===== src/design/bmpd_pkg.sv =====
`default_nettype none
package bmpd_pkg;

   localparam logic [31:0] HEADER_END = 32'd33;

   localparam logic [1:0] CMD_PAL_WR  = 2'd0;
   localparam logic [1:0] CMD_ERROR   = 2'd1;
   localparam logic [1:0] CMD_PIX_RGB = 2'd2;
   localparam logic [1:0] CMD_PIX_IDX = 2'd3;

   localparam int Q_DEPTH = 4;
   localparam int Q_AW    = 2;

   typedef struct packed {
      logic [1:0]  kind;
      logic [7:0]  data_byte;
      logic [4:0]  depth;
      logic [2:0]  last_step;
      logic [10:0] x;
      logic [10:0] y;
      logic [15:0] color;
      logic [7:0]  pal_addr;
   } cmd_type;

endpackage
`default_nettype wire


===== src/design/bmpd_queue.sv =====
`default_nettype none
module bmpd_queue (
   input  logic              clock,
   input  logic              reset,
   input  logic              push,
   input  bmpd_pkg::cmd_type push_data,
   input  logic              pop,
   output bmpd_pkg::cmd_type head,
   output logic              empty,
   output logic              full
);
   import bmpd_pkg::*;

   cmd_type         store_ff [Q_DEPTH];
   logic [Q_AW-1:0] wr_ptr_ff, wr_ptr_in, rd_ptr_ff, rd_ptr_in;
   logic [Q_AW:0]   count_ff, count_in;

   assign empty = (count_ff == '0);
   assign full  = (count_ff == (Q_AW + 1)'(Q_DEPTH));
   assign head  = store_ff[rd_ptr_ff];

   always_comb begin
      wr_ptr_in = push ? wr_ptr_ff + Q_AW'(1) : wr_ptr_ff;
      rd_ptr_in = pop ? rd_ptr_ff + Q_AW'(1) : rd_ptr_ff;
      count_in  = count_ff + (Q_AW + 1)'(push) - (Q_AW + 1)'(pop);
   end

   always_ff @(posedge clock) begin
      if (reset) begin
         wr_ptr_ff <= '0;
         rd_ptr_ff <= '0;
         count_ff  <= '0;
      end else begin
         wr_ptr_ff <= wr_ptr_in;
         rd_ptr_ff <= rd_ptr_in;
         count_ff  <= count_in;
      end
      if (push) begin
         store_ff[wr_ptr_ff] <= push_data;
      end
   end

endmodule
`default_nettype wire


===== config.mk =====
export PLATFORM = sky130hd
export DESIGN_NAME = bmpd_queue
export DESIGN_NICKNAME = d
export VERILOG_FILES = /design/src/design/bmpd_pkg.sv /design/src/design/bmpd_queue.sv
export SDC_FILE = /design/constraint.sdc
export NUM_CORES = 1
export LEC_CHECK = 0
export BUFFER_PORTS_ARGS = -buffer_cell sky130_fd_sc_hd__buf_2
export CELL_PAD_IN_SITES_DETAIL_PLACEMENT = 1
export CELL_PAD_IN_SITES_GLOBAL_PLACEMENT = 1
export CORE_UTILIZATION = 50
export DETAILED_ROUTE_END_ITERATION = 12
export PLACE_DENSITY_LB_ADDON = 0.1
export SLEW_MARGIN = 20
export SYNTH_ARGS = -nofsm -noshare
export SYNTH_HDL_FRONTEND = slang
export SYNTH_SLANG_ARGS = --single-unit

===== constraint.sdc =====
create_clock -name clock -period 3.1 [get_ports clock]
set_input_delay 0.62 -clock clock [delete_from_list [all_inputs] [get_ports clock]]
set_output_delay 0.62 -clock clock [all_outputs]
set_load 0.01 [all_outputs]

# ---- After elaboration in Yosys (flattened, before gate mapping)
# Memory sizes are Yosys's and may differ from the RTL's. A register that Yosys moved wholly into a read port is not among the register bits.
# Cells that the tools add are included.
# Widths: inputs -> output; s select.
dict set report classes {
  addsub 4
  n_mul 0
  div_mod_pow 0
  magnitude_cmp 0
  eq_ne 1
  shift 0
  n_mux 4
  bitwise 0
  reduce_logical 1
}
# op count
set ops {}
lappend ops {{$add 2x1->2 const B} 2}
lappend ops {{$mux 2} 2}
lappend ops {{$add 3x1->3} 1}
lappend ops {{$eq 3x3->1 const B} 1}
lappend ops {{$logic_not 3->1} 1}
lappend ops {{$sub 3x1->3} 1}
lappend ops {{$mux 1} 2}
dict set report totals {
  regBits 7
  latchBits 0
  ram_bits 256
  romBits 0
  input_bits 68
  wordCells 14
  memories 1
}
# memory depth word_bits rd rd_clocked_by_memory_dff wr line
set mem_list {}
lappend mem_list {store_ff 4 64 1 1 1 bmpd_queue.sv:14} ;# cmd_type store_ff [Q_DEPTH];

# ---- Depth between registers and ports, before layout
dict set report depth {
  depth_word 3
  depth_mapped 7
}

# ---- Worst setup path after synthesis
# No wires, ideal clock.
dict set report synth_path {
  path_type {input to register}
  start {in push}
  end {mem store_ff[0][0] (netlist bit), enable pin}
  arrival_ns 2.127
  required_time_ns 2.671
  slack_ns 0.545
  cell_stages 1
  path_buffers 0
  cell_sequence {and2_1}
}
dict set report synth_between {
  elab_chain_len 2
}
# element line
set synth_lines {}
lappend synth_lines {{start, declared} bmpd_queue.sv:5} ;# input logic push,
lappend synth_lines {{$mux 1} bmpd_queue.sv:38} ;# if (push) begin
lappend synth_lines {{$mux 1 (not written as such)} bmpd_queue.sv:39} ;# store_ff[wr_ptr_ff] <= push_data;
lappend synth_lines {{end, declared} bmpd_queue.sv:14}
# Every way passes these cells.

==> run metrics <==
simple-gate share of the synthesized area=0.7700%; Final Hold Viols=0; syn avg cell area=25.93 um^2; commonest non-fill, non-tap cell in the layout=edfxtp_1; crit-path max cell delay=630 ps; clk buf depth=3; share of layout cells above drive strength 1=43.72%; most frequent cells in the layout=edfxtp_1, buf_2, mux4_2; remaining global-route overflow=0; Peak Freq=361.5 MHz; CP top delay family=flip-flops; Pins Over Slew Limit=0; largest family of logic cells by synthesized area=multiplexers; Cells after Synth=376; Initial Util=51.60%; WL met2=9.575 mm; antenna cells=0; Worst setup EP type=output pin; synthesis-to-finish area growth=17.93%; half-perimeter wire length after placement=11.20 mm; startpoint types=flop; status=finished, final reports clean; Logic pwr share=9.7%; Crit-path slowest cell=dfxtp_4; Final period util=89.22%; number of global-route vias before repair=4951; Worst Tran Pin Value=531.6 ps; largest net degree at the start of global routing=35; first-pass GRT wire length=28.06 mm; Worst Skew=6.866 ps; Die Ht=141.6 um; Synth area leaders=edfxtp_1, mux4_2, dfxtp_1; Critical path buffers and inverters=2; Die ar.=20060 um^2; Port Buffer Count=133; Post-Synth Adder-Cell Area=0.9754%; final WL=18.15 mm; highest routed layer=met5; Post-CTS Repair Setup Buffers=0; sequential power share=54.0%; hold_buf cts=0; DR DRC count=0; CTS tree=yes; Nets=608; LEAKAGE=3.888 nW; Routability Congestion=0.7035; RSZ-0062 raised after global routing=no; I/O Pins=134; Crit Path Max Fanout=20; internal power=6.068 mW; H-Tree Depth=1; YS warnings=0; antenna viol nets, final=0; area taken by multi-input logic gates=1703 um^2; Synth area leader=edfxtp_1; Sw Share=21.80%; DRT Pass-1 Iters=4; Yosys top cell area share=78.85%; Rows=50; min-delay worst type=in -> reg; Fin Setup TNS=0 ps; Pwr Total=7.759 mW; kind of critical path=reg -> out; register area=7875 um^2; TritonCTS Sinks=265; Tmin final=2766 ps; maximum vdd drop=0.4748 mV; Worst Path Required=2480 ps; Root Buffer=clkbuf_16; multiplexer area fraction after synthesis=15.04%; Via Count=4379; Clock Power Share=36.3%; Seq cells post-synth=265; initial antenna violation count=2; CTS Buf Count=27; Layout Cells excl Fill=809; clk_lat worst skew=520 ps; complex-gate fraction of the synthesized area=0.1540%; Net Count, Synth=451; maxcap violations=0; Avg WL per Cell=22.44 um; Psw=1.691 mW; XOR/XNOR Fraction of Synth Area=0.4235%; Distinct cells, synth=22; Met3 Wirelength=1.026 mm; Netlist Area Pre-Place=9749 um^2; die width=141.6 um; DRT iter0 DRCs=228; PD cells=674.8 nW/um^2; GRT Total Usage=18.98%; Setup Viol. Count Final=0; DRT met1 WL=7.216 mm; Post-Place Cells=764; fill cell count=1623; CP arrival=2150 ps; sequential share of the synthesized area=80.70%; Avg Vias per Cell=5.413; Critical Path, Cell by Cell=buf_4, mux4_2, buf_2; Slew HR=64.56%; Reg clk slew, reported paths=60 ps; core area=18890 um^2; post-CTS sizing=0
sequential cells by signal, indices dropped and copies added, names as in the netlist, named ones only:
register and cells:
wr_ptr_ff 2, count_ff 3, store_ff 256, rd_ptr_ff 2
routing by layer:
layer,up-vias,global-route usage (%)
li1,1916,-
met1,2308,24.43
met2,125,33.21
met3,28,3.712
met4,2,5.150
met5,-,0
final cells by class:
cell class                 instances  share of cell area (%)
clock buffer                      34                   6.105
clock inverter                    11                  0.4244
inverter                           6                  0.1959
multi-input combinational         91                   14.81
sequential                       265                   68.49
tap                              260                   2.829
timing repair buffer             142                   7.139
path summary, 6_finish.rpt:
path	start	to	slack, ps	cells past startpoint
worst min register to register	rd_ptr_ff[0]$_SDFFE_PP0P_	flop	560	2
worst max-delay path	flop	head[25]	330	3
worst min-delay path	push_data[5]	store_ff[2][5]$_DFFE_PP_	310	1
worst max register to register	count_ff[0]$_SDFF_PP0_	count_ff[2]$_SDFF_PP0_	1300	7
metrics by stage:
step	setup slack [ps]	utilization, %	hold slack (ps)	cell area (um^2)
floorplan	544.9	-	491.8	9749
global placement	793.9	56.88	508.7	10750
detailed placement	817.7	56.88	547.7	10750
CTS	256.2	60.85	294.7	11500
global route	182.0	60.85	300.8	11500
finish	334.1	60.85	313.7	11500
power groups by stage:
| stage | logic (mW) | clock network (mW) | registers [mW] |
|---|---|---|---|
| floorplan | 0.491 | 0 | 4.23 |
| finish | 0.752 | 2.81 | 4.19 |
| global route | 0.820 | 3.00 | 4.21 |
| detailed placement | 0.770 | 0 | 4.27 |
| global placement | 0.744 | 0 | 4.25 |
| CTS | 0.774 | 2.89 | 4.20 |
synth_stat cells:
master / n
inv_1: 6
a21oi_1: 1
mux4_1: 4
buf_12: 6
nor2b_1: 2
mux2i_1: 1
clkbuf_2: 1
ha_1: 6
a21bo_2: 1
buf_6: 1
and3_1: 1
edfxtp_1: 256
nor3_1: 1
xor3_1: 1
mux4_2: 60
fa_1: 1
buf_2: 6
xnor2_1: 2
dfxtp_1: 9
nor2_1: 5
and2_1: 4
nand3b_1: 1
cells by family (layout without fill, tap and decap cells):
group / count (synthesis) / in the layout
AND/OR/NAND/NOR: 14 / 14
adder cells (fa/ha/maj): 7 / 7
multiplexers: 65 / 65
buffers and inverters: 20 / 193
XOR/XNOR: 3 / 3
flip-flops: 265 / 265
AO/OA/AOI/OAI: 2 / 2
Power figures use the tool's default switching activity.
